**src/sv/fsf_pkg.sv**
```systemverilog
// ---------------------------------------------------------------------------
// fsf_pkg: shared types, constants and helpers of the FASTA sequence filter
// Holds the character codes, the queue entry format that passes between the
// front and back parts, and the saturating count increment.
// ---------------------------------------------------------------------------
package fsf_pkg;

  // Character codes.
  localparam logic [7:0] CHR_GT = 8'h3E;  // '>'
  localparam logic [7:0] CHR_NL = 8'h0A;  // newline
  localparam logic [7:0] CHR_A  = 8'h41;
  localparam logic [7:0] CHR_C  = 8'h43;
  localparam logic [7:0] CHR_G  = 8'h47;
  localparam logic [7:0] CHR_T  = 8'h54;
  localparam logic [7:0] CHR_U  = 8'h55;
  localparam logic [7:0] CHR_N  = 8'h4E;
  localparam logic [7:0] CHR_LA = 8'h61;  // 'a'
  localparam logic [7:0] CHR_LZ = 8'h7A;  // 'z'
  localparam logic [7:0] CASE_OFFSET = 8'd32;

  localparam int unsigned COUNT_W = 32;
  localparam logic [COUNT_W-1:0] COUNT_MAX = '1;

  // Default number of entries in the queue between front and back.
  localparam int unsigned QUEUE_DEPTH = 4;

  // One queued work unit. It yields one result, or two when dbl is set, in
  // which case the second result is a newline that closes the text.
  typedef struct packed {
    logic [7:0]         ch0;   // first emitted byte
    logic [COUNT_W-1:0] cnt0;  // running count carried by the first byte
    logic               dbl;   // a closing newline follows the first byte
    logic               fin;   // input byte was the last of the text
  } fsf_entry_t;

  // Saturating increment of the emitted byte count.
  function automatic logic [COUNT_W-1:0] sat_inc(input logic [COUNT_W-1:0] v);
    sat_inc = (v == COUNT_MAX) ? v : v + {{(COUNT_W-1){1'b0}}, 1'b1};
  endfunction

endpackage

```
**src/sv/fsf_front.sv**
```systemverilog
// ---------------------------------------------------------------------------
// fsf_front: input classification of the FASTA sequence filter
// Accepts one byte per cycle while the queue has space, tracks header and
// record state and the running count, and pushes an entry per emitting byte.
// ---------------------------------------------------------------------------
module fsf_front (
  input  logic                   clk,
  input  logic                   rst_n,
  input  logic                   in_valid,
  output logic                   in_ready,
  input  logic [7:0]             in_char,
  input  logic                   in_final_byte,
  input  logic                   q_space,
  output logic                   q_push,
  output fsf_pkg::fsf_entry_t    q_entry
);
  import fsf_pkg::*;

  logic               hdr_r, hdr_nxt;
  logic               rec_r, rec_nxt;
  logic [COUNT_W-1:0] total_r, total_nxt;

  logic       is_gt;
  logic [7:0] up_char;
  logic       is_nuc;
  logic       emit_nl_gt;
  logic       emit_nuc;
  logic       rec_after;
  logic       emit_nl_end;
  logic       any_emit;
  logic       acc;
  logic [COUNT_W-1:0] cnt0;

  assign in_ready = q_space;
  assign acc      = in_valid && in_ready;

  // Classify the byte: header start, upper-cased letter, nucleotide test.
  always_comb begin
    is_gt   = (in_char == CHR_GT);
    up_char = (in_char >= CHR_LA && in_char <= CHR_LZ) ? in_char - CASE_OFFSET : in_char;
    is_nuc  = up_char inside {CHR_A, CHR_C, CHR_G, CHR_T, CHR_U, CHR_N};
  end

  // Decide which bytes go out and what the state becomes.
  always_comb begin
    emit_nl_gt  = is_gt && rec_r;
    emit_nuc    = !is_gt && !hdr_r && is_nuc;
    rec_after   = is_gt ? 1'b0 : (emit_nuc ? 1'b1 : rec_r);
    emit_nl_end = in_final_byte && rec_after;
    any_emit    = emit_nl_gt || emit_nuc || emit_nl_end;
    cnt0        = sat_inc(total_r);

    if (is_gt) begin
      hdr_nxt = 1'b1;
    end else if (hdr_r && in_char == CHR_NL) begin
      hdr_nxt = 1'b0;
    end else begin
      hdr_nxt = hdr_r;
    end
    rec_nxt   = rec_after;
    // Two results only happen on the final byte, so one increment suffices.
    total_nxt = any_emit ? cnt0 : total_r;
    if (in_final_byte) begin
      hdr_nxt   = 1'b0;
      rec_nxt   = 1'b0;
      total_nxt = '0;
    end

    q_push        = acc && any_emit;
    q_entry.ch0   = emit_nuc ? up_char : CHR_NL;
    q_entry.cnt0  = cnt0;
    q_entry.dbl   = emit_nuc && in_final_byte;
    q_entry.fin   = in_final_byte;
  end

  // State registers, updated on every transfer.
  always_ff @(posedge clk) begin
    if (!rst_n) begin
      hdr_r   <= 1'b0;
      rec_r   <= 1'b0;
      total_r <= '0;
    end else if (acc) begin
      hdr_r   <= hdr_nxt;
      rec_r   <= rec_nxt;
      total_r <= total_nxt;
    end
  end

endmodule

```
**src/sv/fsf_queue.sv**
```systemverilog
// ---------------------------------------------------------------------------
// fsf_queue: entry queue between the front and back parts
// A small circular buffer of work entries with a registered fill count.
// ---------------------------------------------------------------------------
module fsf_queue #(
  parameter int unsigned DEPTH = fsf_pkg::QUEUE_DEPTH
) (
  input  logic                clk,
  input  logic                rst_n,
  input  logic                push,
  input  fsf_pkg::fsf_entry_t push_entry,
  output logic                space,
  input  logic                pop,
  output logic                head_valid,
  output fsf_pkg::fsf_entry_t head_entry
);
  import fsf_pkg::*;

  localparam int unsigned PTR_W = (DEPTH > 1) ? $clog2(DEPTH) : 1;
  localparam int unsigned CNT_W = $clog2(DEPTH + 1);

  fsf_entry_t       slots_r [DEPTH];
  logic [PTR_W-1:0] wr_ptr_r, wr_ptr_nxt;
  logic [PTR_W-1:0] rd_ptr_r, rd_ptr_nxt;
  logic [CNT_W-1:0] count_r, count_nxt;

  assign space      = (count_r != CNT_W'(DEPTH));
  assign head_valid = (count_r != '0);
  assign head_entry = slots_r[rd_ptr_r];

  // Pointer wrap and fill count.
  always_comb begin
    wr_ptr_nxt = wr_ptr_r;
    rd_ptr_nxt = rd_ptr_r;
    count_nxt  = count_r;
    if (push) begin
      wr_ptr_nxt = (wr_ptr_r == PTR_W'(DEPTH - 1)) ? '0 : wr_ptr_r + PTR_W'(1);
    end
    if (pop) begin
      rd_ptr_nxt = (rd_ptr_r == PTR_W'(DEPTH - 1)) ? '0 : rd_ptr_r + PTR_W'(1);
    end
    if (push && !pop) begin
      count_nxt = count_r + CNT_W'(1);
    end else if (pop && !push) begin
      count_nxt = count_r - CNT_W'(1);
    end
  end

  always_ff @(posedge clk) begin
    if (!rst_n) begin
      wr_ptr_r <= '0;
      rd_ptr_r <= '0;
      count_r  <= '0;
    end else begin
      wr_ptr_r <= wr_ptr_nxt;
      rd_ptr_r <= rd_ptr_nxt;
      count_r  <= count_nxt;
    end
  end

  // Entry storage.
  always_ff @(posedge clk) begin
    if (push) begin
      slots_r[wr_ptr_r] <= push_entry;
    end
  end

  // Never written when full, never read when empty.
  a_no_overflow: assert property (@(posedge clk) disable iff (!rst_n)
    push |-> space)
    else $error("queue push while full");
  a_no_underflow: assert property (@(posedge clk) disable iff (!rst_n)
    pop |-> head_valid)
    else $error("queue pop while empty");

endmodule

```
**src/sv/fsf_back.sv**
```systemverilog
// ---------------------------------------------------------------------------
// fsf_back: result emission of the FASTA sequence filter
// Takes queue entries and drives the output register, splitting an entry
// with a closing newline into two transfers.
// ---------------------------------------------------------------------------
module fsf_back (
  input  logic                clk,
  input  logic                rst_n,
  input  logic                head_valid,
  input  fsf_pkg::fsf_entry_t head_entry,
  output logic                pop,
  output logic                out_valid,
  input  logic                out_ready,
  output logic [7:0]          out_char,
  output logic                out_run_last,
  output logic                out_stream_done,
  output logic [31:0]         out_emitted_count
);
  import fsf_pkg::*;

  logic               phase_r, phase_nxt;  // first half of a double entry sent
  logic               oval_r, oval_nxt;
  logic [7:0]         ochar_r, ochar_nxt;
  logic               olast_r, olast_nxt;
  logic               odone_r, odone_nxt;
  logic [COUNT_W-1:0] ocnt_r, ocnt_nxt;
  logic               load;

  assign load = !oval_r || out_ready;

  // Next output transfer and queue pop.
  always_comb begin
    phase_nxt = phase_r;
    oval_nxt  = oval_r;
    ochar_nxt = ochar_r;
    olast_nxt = olast_r;
    odone_nxt = odone_r;
    ocnt_nxt  = ocnt_r;
    pop       = 1'b0;
    if (load) begin
      oval_nxt = head_valid;
      if (head_valid) begin
        if (phase_r) begin
          // Closing newline after the last nucleotide.
          ochar_nxt = CHR_NL;
          ocnt_nxt  = sat_inc(head_entry.cnt0);
          olast_nxt = 1'b1;
          odone_nxt = head_entry.fin;
          phase_nxt = 1'b0;
          pop       = 1'b1;
        end else begin
          ochar_nxt = head_entry.ch0;
          ocnt_nxt  = head_entry.cnt0;
          olast_nxt = !head_entry.dbl;
          odone_nxt = head_entry.fin && !head_entry.dbl;
          phase_nxt = head_entry.dbl;
          pop       = !head_entry.dbl;
        end
      end
    end
  end

  always_ff @(posedge clk) begin
    if (!rst_n) begin
      phase_r <= 1'b0;
      oval_r  <= 1'b0;
    end else begin
      phase_r <= phase_nxt;
      oval_r  <= oval_nxt;
    end
  end

  always_ff @(posedge clk) begin
    ochar_r <= ochar_nxt;
    olast_r <= olast_nxt;
    odone_r <= odone_nxt;
    ocnt_r  <= ocnt_nxt;
  end

  assign out_valid         = oval_r;
  assign out_char          = ochar_r;
  assign out_run_last      = olast_r;
  assign out_stream_done   = odone_r;
  assign out_emitted_count = ocnt_r;

  // A split entry stays at the queue head until its newline is sent.
  a_phase_holds_head: assert property (@(posedge clk) disable iff (!rst_n)
    phase_r |-> head_valid)
    else $error("split entry lost from queue head");
  // A result that is not the last of its byte is always the first half.
  a_partial_is_first: assert property (@(posedge clk) disable iff (!rst_n)
    (oval_r && !olast_r) |-> phase_r)
    else $error("non-final result without pending newline");
  // The end-of-text mark only sits on a byte's last result.
  a_done_on_last: assert property (@(posedge clk) disable iff (!rst_n)
    (oval_r && odone_r) |-> olast_r)
    else $error("stream_done without run_last");

endmodule

```
**src/sv/fasta_sequence_filter_unit.sv**
```systemverilog
// ---------------------------------------------------------------------------
// fasta_sequence_filter_unit: FASTA sequences, one byte per cycle if unstalled
// The block takes one byte of FASTA text per transfer and returns the
// sequence letters, upper-cased, one record per line, with a running count.
// It accepts a new byte every cycle while the queue has space. Each byte
// yields zero, one or two results; the only two-result case is a nucleotide
// on the last byte of the text, which takes two output transfers. The front
// part classifies combinationally, a queue of QDEPTH entries absorbs output
// stalls, and each result passes through the queue storage and the output
// register. The single output register bounds the rate at one result per
// cycle while out_ready is high.
// ---------------------------------------------------------------------------
module fasta_sequence_filter_unit #(
  parameter int unsigned QDEPTH = fsf_pkg::QUEUE_DEPTH
) (
  input  logic        clk,
  input  logic        rst_n,
  input  logic        in_valid,
  output logic        in_ready,
  input  logic [7:0]  in_char,
  input  logic        in_final_byte,
  output logic        out_valid,
  input  logic        out_ready,
  output logic [7:0]  out_char,
  output logic        out_run_last,
  output logic        out_stream_done,
  output logic [31:0] out_emitted_count
);
  import fsf_pkg::*;

  logic       q_space;
  logic       q_push;
  logic       q_pop;
  logic       q_valid;
  fsf_entry_t q_in;
  fsf_entry_t q_head;

  // Classification and state.
  fsf_front u_front (
    .clk           (clk),
    .rst_n         (rst_n),
    .in_valid      (in_valid),
    .in_ready      (in_ready),
    .in_char       (in_char),
    .in_final_byte (in_final_byte),
    .q_space       (q_space),
    .q_push        (q_push),
    .q_entry       (q_in)
  );

  // Decoupling queue.
  fsf_queue #(
    .DEPTH (QDEPTH)
  ) u_queue (
    .clk        (clk),
    .rst_n      (rst_n),
    .push       (q_push),
    .push_entry (q_in),
    .space      (q_space),
    .pop        (q_pop),
    .head_valid (q_valid),
    .head_entry (q_head)
  );

  // Result emission.
  fsf_back u_back (
    .clk               (clk),
    .rst_n             (rst_n),
    .head_valid        (q_valid),
    .head_entry        (q_head),
    .pop               (q_pop),
    .out_valid         (out_valid),
    .out_ready         (out_ready),
    .out_char          (out_char),
    .out_run_last      (out_run_last),
    .out_stream_done   (out_stream_done),
    .out_emitted_count (out_emitted_count)
  );

endmodule

```
**config.mk**
```make
export PLATFORM = sky130hd
export DESIGN_NAME = fasta_sequence_filter_unit
export DESIGN_NICKNAME = d
export VERILOG_FILES = /design/src/sv/fsf_pkg.sv /design/src/sv/fsf_front.sv /design/src/sv/fsf_queue.sv /design/src/sv/fsf_back.sv /design/src/sv/fasta_sequence_filter_unit.sv
export SDC_FILE = /design/constraint.sdc
export NUM_CORES = 1
export LEC_CHECK = 0
export BUFFER_PORTS_ARGS = -buffer_cell sky130_fd_sc_hd__buf_4
export CAP_MARGIN = 0
export CORE_MARGIN = 10
export CORE_UTILIZATION = 45
export CTS_CLUSTER_SIZE = 14
export DETAILED_ROUTE_END_ITERATION = 12
export GPL_TIMING_DRIVEN = 0
export HOLD_SLACK_MARGIN = 0.03
export REMOVE_ABC_BUFFERS = 1
export SYNTH_ARGS = -nofsm -noshare
export SYNTH_HDL_FRONTEND = slang
export SYNTH_SLANG_ARGS = --single-unit
```
**constraint.sdc**
```tcl
create_clock -name clk -period 8.5 [get_ports clk]
set_input_delay 1.7 -clock clk [delete_from_list [all_inputs] [get_ports clk]]
set_output_delay 1.7 -clock clk [all_outputs]
set_load 0.005 [all_outputs]
```
==> results of run 1 <==
[routing by layer]
layer	global-route usage [%]	wire length [um]	part of all wire (%)	vias up
li1	-	-	-	3270
met1	20.37	10730	43	3574
met2	26.16	12300	49	219
met3	2.127	1452	5.8	46
met4	5.159	589	2.3	0
met5	0	0	0	-
[cell usage in the layout (no fill, tap or decap), drive strengths merged, types with 29 or more instances in the layout]
cell type | netlist | layout
or2 | 29 | 29
inv | 43 | 44
mux4 | 42 | 42
o211ai | 30 | 30
buf | 19 | 70
edfxtp | 210 | 210
o21ai | 30 | 30
dfxtp | 45 | 45
clkbuf | 12 | 37
nand3 | 30 | 30
[final timing paths]
path	startpoint	cells after the start	to	slack [ps]
max reg2reg	u_queue.count_r[0]$_SDFFE_PN0P_	7	u_queue.slots_r[3][8]$_DFFE_PP_	5200
min	u_front.total_r[21]$_SDFFE_PN0P_	2	u_front.total_r[21]$_SDFFE_PN0P_	490
min reg2reg	u_front.total_r[21]$_SDFFE_PN0P_	2	u_front.total_r[21]$_SDFFE_PN0P_	490
max	in_char[5]	10	u_queue.slots_r[3][8]$_DFFE_PP_	4200
[state kept, by name (all words and copies together) (netlist names), named ones only]
signal	flops
u_back.out_char	8
u_back.out_emitted_count	32
u_back.out_run_last	1
u_back.out_stream_done	1
u_back.out_valid	1
u_back.phase_r	1
u_front.hdr_r	1
u_front.rec_r	1
u_front.total_r	32
u_queue.count_r	3
u_queue.rd_ptr_r	2
u_queue.slots_r	168
u_queue.wr_ptr_r	2
[final cells by class]
class | count | area (um^2) | share of cell area, %
clock buffer | 37 | 743.2 | 5.609
clock inverter | 13 | 175.2 | 1.322
tap | 330 | 412.9 | 3.116
sequential | 255 | 7212 | 54.43
timing repair buffer | 70 | 650.6 | 4.910
inverter | 43 | 161.4 | 1.218
multi-input combinational | 472 | 3895 | 29.40
[worst min-delay path: stages, from the launching register on]
cell and delay, ps:
dfxtp_1 330, inv_1 60, o22ai_1 50
[logic make-up (layout without fill, tap and decap cells)]
logic type,after synthesis,count (layout)
compound gates,115,115
buf+inv,74,163
other cells,1,8
xor+xnor,32,32
fa+ha+maj,10,10
flops,255,255
mux,50,50
simple gates,257,257
[metrics by stage]
step / setup TNS [ps] / hold WS [ps] / cell area [um^2] / instances / utilization [%]
after floorplan: 0 / 450.3 / 11230 / 770 / -
after global placement: -320960 / 461.2 / 12070 / 1156 / 48.20
after detailed placement: 0 / 475.0 / 12320 / 1169 / 49.20
after CTS: 0 / 484.1 / 13240 / 1219 / 52.86
after global routing: 0 / 516.3 / 13250 / 1220 / 52.92
final: 0 / 488.1 / 13250 / 1220 / 52.92
[power by group through the flow]
| stage | combinational [mW] | sequential (mW) | clock, mW |
|---|---|---|---|
| floorplan | 0.338 | 1.64 | 0 |
| global placement | 0.616 | 1.66 | 0 |
| detailed placement | 0.698 | 1.61 | 0 |
| CTS | 0.699 | 1.59 | 1.23 |
| global route | 0.749 | 1.60 | 1.28 |
| finish | 0.684 | 1.58 | 1.20 |
==> metrics.md, run 1 <==
| Metric | Value |
|---|---|
| Status | complete, no violations |
| Global-route wire length before repair | 39490 um |
| Synth top area cells | edfxtp_1, dfxtp_1, mux4_2 |
| Clock transition at path regs | roughly 70 ps |
| Post-DP HPWL | 17110 um |
| Crit path max-delay cell type | and2_2 |
| Worst Skew | 12.51 ps |
| Post-CTS resize count | 0 |
| Initial drt markers | 548 |
| Largest delay share family, worst path | buffers and inverters |
| DRC viols | 0 |
| Root buf cell | clkbuf_16 |
| Fin crit share | 50.62% |
| Final Max Tran Viols | 0 |
| Site Rows | between 50 and 60 |
| Largest net degree at the start of global routing | 34 |
| Comb pwr share | ~20% |
| Dpl ws | 3584 ps |
| Vias in the first global route | 7184 |
| Worst-path cell chain | buf_4 -> inv_1 -> ha_1 -> nor2_1 -> a41oi_1 -> o41ai_2 -> buf_4 -> buf_4 -> and2_2 -> buf_16 |
| Layout cells sized above 1 | a little under a quarter |
| GRT Overall Usage | 15.55% |
| CP Launch Type | primary input |
| Setup Crit Path Kind | in2reg |
| Worst relative slew slack | 28.00% |
| Worst path bufs/invs | 5 |
| Yosys top cell by area | edfxtp_1 |
| Distinct cells, synth | 70 |
| Die W | ~180 um |
| Total power | 3.469 mW |
| Most frequent cell after synthesis | edfxtp_1 |
| IO Count | 57 |
| Min cycle time layout | 4303 ps |
| WP data arrival | around 4500 ps |
| Avg WL per Cell | 20.55 um |
| # Max-Cap Violations | 0 |
| Fill count | 2012 |
| Post-synthesis mux area share | 9.139% |
| Global route overflow | 0 |
| Clock sinks | 255 |
| Post-synth EDFFs | 210 |
| Largest stage delay, worst path | roughly 700 ps |
| Final wirelength | ~25000 um |
| Area Overhead vs Synth | 16.32% |
| Net Sw Frac | 25.06% |
| PD cells | approximately 260 mW/mm^2 |
| Inserted Clock Buffers | 27 |
| NetSw | just under 900 uW |
| Post-Synth Simple-Gate Area | ~14% |
| Setup Fix Bufs, Post-CTS | 0 |
| CTS Hold Bufs | 0 |
| Hold Crit Class | reg2reg |
| Antenna viol nets, final | 0 |
| Post-Syn Instances | 794 |
| Drt pass-1 iters | 5 |
| GPL Wtd Cong | a little under 0.9 |
| Core area | 0.02504 mm^2 |
| TritonCTS clock tree | yes |
| Post-synthesis sequential area ratio | 63.27% |
| CP Capture Type | register |
| Final nets | 892 |
| Clock power share | 34.7% |
| Fmax | about 0.23 GHz |
| Synth Area in XOR/XNOR | 2.460% |
| Synth Area in Compound Gates | 6.942% |
| Flop pwr share | 45.6% |
| Lkg Pwr | roughly 4.4 nW |
| Internal | 2.600 mW |
| RSZ-0062 raised after global routing | false |
| Yosys reg bits | 255 |
| Antenna violations before repair | 0 |
| Setup violators final | 0 |
| Worst-Margin Slew | 1072 ps |
| Async SR Flop Fraction | 0% |
| Warnings, synthesis | 0 |
| Post-Synth Adder-Cell Area | 1.164% |
| Synth top cells by count | edfxtp_1, dfxtp_1, inv_1 |
| Max H-tree Level | 1 |
| Post-Syn Area | 0.01139 mm^2 |
| Most used cell, CP | buf_4 |
| CP Max Fanout | 25 |
| Vias | 7109 |
| Vias per cell | approximately 5.8 |
| Post-synth top area share | 55.36% |
| Die height | 179.1 um |
| Mean Syn Cell Area | 14.35 um^2 |
| Ys flop type | edfxtp_1 |
| Die ar. | about 0.032 mm^2 |
| Diode count | 0 |
| Initial Util | a little under half |
| VDD IR max | about 0.15 mV |
| Largest family of logic cells by synthesized area | simple AND/OR/NAND/NOR gates |
| CTS max path bufs | 3 |
| IO buf count | 56 |
| Worst endpoint required time | a little under 9000 ps |
| Final hold vios | 0 |
| Setup ws final | 4197 ps |
| Clock Latency Late Sink | between 500 and 600 ps |
(Power assumes the default switching activity.)
==> run 2, diff against run 1 <==
ABC_AREA = 1   (was not set)
clock period = 4.3 ns   (was 8.5 ns; I/O delays follow)
==> run 2 against run 1 <==
Against the previous run:
- via count is 28% higher
- setup slack lost 3800 ps
- critical endpoint is now u_queue.slots_r[1][17]$_DFFE_PP_
- sequential share of layout area is 2.7 points lower
- synthesized cell count grew 67%
- combinational power rose to 3.2 times the previous value
- global-route usage increased by 1.5 points
- core utilization decreased by 0.86 points
==> metrics.md, run 2 <==
| Metric | Value |
|---|---|
| Commonest cells after routing, fill and taps aside | nand2_1, edfxtp_1, nand3_1, nor2_1, inv_1 |
| Fin crit share | 90.23% |
| Fmax | between 0.2 and 0.3 GHz |
| CP Max Fanout | 36 (+44%) |
| Synth top cells by count | nand2_1, edfxtp_1, nor2_1 |
| Worst path bufs/invs | 3 (-2) |
| Max H-tree Level | 1 (unchanged) |
| Yosys top cell by area | edfxtp_1 |
| Clock power share | 31.1% (-3.6 points) |
| Post-Syn Instances | 1327 (+67%) |
| Antenna violations before repair | 0 (unchanged) |
| Hold Crit Depth | 2 (unchanged) |
| Register ranked first by flip-flop count | u_queue.slots_r |
| Avg WL per Cell | 16.86 um (-18%) |
| Critical path depth | 12 (+2) |
| Fill count | 2467 (+23%) |
| Crit path launch | in_char[5] |
| Final Non-Filler Cells | 1731 (+42%) |
| Flop2flop setup slack | 530 ps (-4670 ps) |
| Net Sw Frac | 31.94% (+6.9 points) |
| Root buf cell | clkbuf_16 |
| CP Capture Point | u_queue.slots_r[1][17]$_DFFE_PP_ |
| CP Launch Type | primary input |
| Final Max Tran Viols | 0 (unchanged) |
| R2r worst-path depth | 14 (+7) |
| Post-Syn Area | 0.01219 mm^2 (+7.1%) |
| GRT Overall Usage | 17.03% (+1.5 points) |
| Final nets | 1392 (+56%) |
| Final wirelength | 29180 um (+16%) |
| Synth top area cells | edfxtp_1, nand2_1, dfxtp_1 |
| Hold Crit Class | reg2reg |
| Worst-path cell chain | buf_4 -> nand2_1 -> o21ai_0 -> nand3_1 -> nand3_1 -> nand2_1 -> nor2_1 -> nand3_2 -> nand2_8 -> inv_1 -> nor2_4 -> buf_12 |
| Post-DP HPWL | 19030 um (+11%) |
| Die W | 184.6 um (+3.1%) |
| Global route overflow | 0 (unchanged) |
| Clock Latency Late Sink | 530 ps (about the same) |
| Internal | 5.330 mW (+110%) |
| Lkg Pwr | 5.189 nW (+18%) |
| CTS max path bufs | 3 (unchanged) |
| Most frequent cell after synthesis | nand2_1 |
| NetSw | 2.501 mW (+190%) |
| Largest delay share family, worst path | simple AND/OR/NAND/NOR gates |
| Clock sinks | 255 (unchanged) |
| Largest stage delay, worst path | 660 ps (-40 ps) |
| Vias in the first global route | 8883 (+24%) |
| Worst endpoint required time | 4530 ps (-4200 ps) |
| Warnings, synthesis | 0 (unchanged) |
| Inserted Clock Buffers | 27 (unchanged) |
| Ys flop type | edfxtp_1 |
| Area of the multi-input gates | 0.004415 mm^2 (+13%) |
| Core area | 0.02680 mm^2 (+7.0%) |
| Final hold vios | 0 (unchanged) |
| Mean Syn Cell Area | 9.189 um^2 (-36%) |
| Vias per cell | 5.254 (-9.8%) |
| Largest net degree at the start of global routing | 86 (+150%) |
| Diode count | 0 (unchanged) |
| Worst Skew | 7.792 ps (-4.721 ps) |
| Yosys reg bits | 255 (unchanged) |
| IO buf count | 56 (unchanged) |
| Comb pwr share | 27.8% (+8.1 points) |
| Max FFs per register | 168 (unchanged) |
| Setup Crit Path Kind | in2reg |
| Vias | 9094 (+28%) |
| TritonCTS clock tree | yes |
| Setup violators final | 0 (unchanged) |
| RSZ-0062 raised after global routing | false |
| Initial Util | 45.50% (about the same) |
| Site Rows | 60 (+3.4%) |
| IO Count | 57 (unchanged) |
| Die height | 184.6 um (+3.1%) |
| Initial drt markers | 750 (+37%) |
| GPL Wtd Cong | 0.9205 (+6.3%) |
| DRC viols | 0 (unchanged) |
| Inst Count DP | 1679 (+44%) |
| Post-synth EDFFs | 210 (unchanged) |
| Area Overhead vs Synth | 14.44% |
| Global-route wire length before repair | 46730 um (+18%) |
| PD cells | 561.2 mW/mm^2 (+110%) |
| Drt pass-1 iters | 5 (unchanged) |
| Die ar. | 0.03408 mm^2 (+6.3%) |
| Post-synth top area share | 51.71% (-3.6 points) |
| Distinct cells, synth | 35 (-50%) |
| # Max-Cap Violations | 0 (unchanged) |
| Antenna viol nets, final | 0 (unchanged) |
| CP Capture Type | register |
| Worst relative slew slack | 20.69% (-7.3 points) |
| Post-synthesis sequential area ratio | 59.10% (-4.2 points) |
| Status | complete, no violations |
| Worst r2r dst | u_back.out_emitted_count[15]$_DFFE_PP_ |
| Crit path max-delay cell type | nand3_2 |
| Final core occ | 52.07% (-0.86 points) |
| Clock transition at path regs | 60 ps (about the same) |
| Async SR Flop Fraction | 0% (unchanged) |
| Register Area | 0.007213 mm^2 (about the same) |
| WP data arrival | 4110 ps (-420 ps) |
| Most common cell after layout, fill and taps aside | nand2_1 |
| Layout cells sized above 1 | 10.29% (-13 points) |
| VDD IR max | 0.2992 mV (+100%) |
| Worst-Margin Slew | 1187 ps (+114.9 ps) |
| Flop pwr share | 41.1% (-4.5 points) |
| Min cycle time layout | around 3900 ps |
-- run 2: how the worst min path moves through the flow --
stage	startpoint	to	slack [ps]
floorplan	u_front.rec_r$_SDFFE_PN0P_	u_front.rec_r$_SDFFE_PN0P_	440
global placement	u_front.rec_r$_SDFFE_PN0P_	u_front.rec_r$_SDFFE_PN0P_	450
detailed placement	u_front.rec_r$_SDFFE_PN0P_	u_front.rec_r$_SDFFE_PN0P_	460
CTS	u_front.rec_r$_SDFFE_PN0P_	u_front.rec_r$_SDFFE_PN0P_	480
global route	u_front.total_r[17]$_SDFFE_PN0P_	u_front.total_r[17]$_SDFFE_PN0P_	530
finish	u_front.rec_r$_SDFFE_PN0P_	u_front.rec_r$_SDFFE_PN0P_	480
-- run 2: tightest hold or removal path: stages (launching register included) --
cell and delay (ps):
dfxtp_1 320, inv_1 50, a211oi_1 60
-- run 2: layer usage --
layer	up-vias	GRT usage [%]	wire length (um)
met3	45	2.461	1622
met2	207	28.88	14060
li1	4571	-	-
met4	0	4.324	556
met1	4271	22.35	12940
met5	-	0	0
-- run 2: cell type report --
| class | count | share of cell area (%) |
|---|---|---|
| inverters | 94 | 2.555 |
| clock inverters | 16 | 1.381 |
| flip-flops and latches | 255 | 51.69 |
| clock buffers | 34 | 5.460 |
| well taps | 341 | 3.057 |
| multi-input cells | 927 | 31.64 |
| repair buffers | 64 | 4.214 |
-- run 2: cells by family (layout without fill, tap and decap cells) --
logic type / after synthesis / after routing / synth area share, %
other: 1 / 8 / 0.03075
adder cells (fa/ha/maj): 10 / 10 / 1.088
AO/OA/AOI/OAI: 120 / 120 / 5.110
flip-flops: 255 / 255 / 59.10
buffers and inverters: 153 / 208 / 5.459
XOR/XNOR: 41 / 41 / 2.945
AND/OR/NAND/NOR: 747 / 748 / 26.27
-- run 2: power by group through the flow --
| stage | clock network (mW) | logic (mW) | registers, mW |
|---|---|---|---|
| CTS | 2.47 | 2.15 | 3.26 |
| floorplan | 0 | 1.17 | 3.36 |
| global route | 2.58 | 2.47 | 3.25 |
| global placement | 0 | 2.46 | 3.51 |
| finish | 2.43 | 2.18 | 3.22 |
| detailed placement | 0 | 2.15 | 3.31 |
-- run 2: what timing repair did --
action	4_1_cts	5_1_grt
gates cloned	0	1
resized for setup	3	1
setup endpoints to repair	170	126
pin swaps	0	1
hold buffers	0	0
buffers inserted	0	1
-- run 2: metrics by stage --
stage               hold WS, ps  setup slack [ps]  cell area, um^2  setup TNS [ps]  power, mW
global placement          449.5             -3875            12750         -762940      5.967
finish                    482.7             420.0            13950               0      7.832
floorplan                 438.2            -900.2            11910         -153050      4.524
detailed placement        455.0             -1537            12960         -234340      5.456
global route              527.3             16.89            13950               0      8.303
CTS                       480.9             176.0            13920               0      7.883
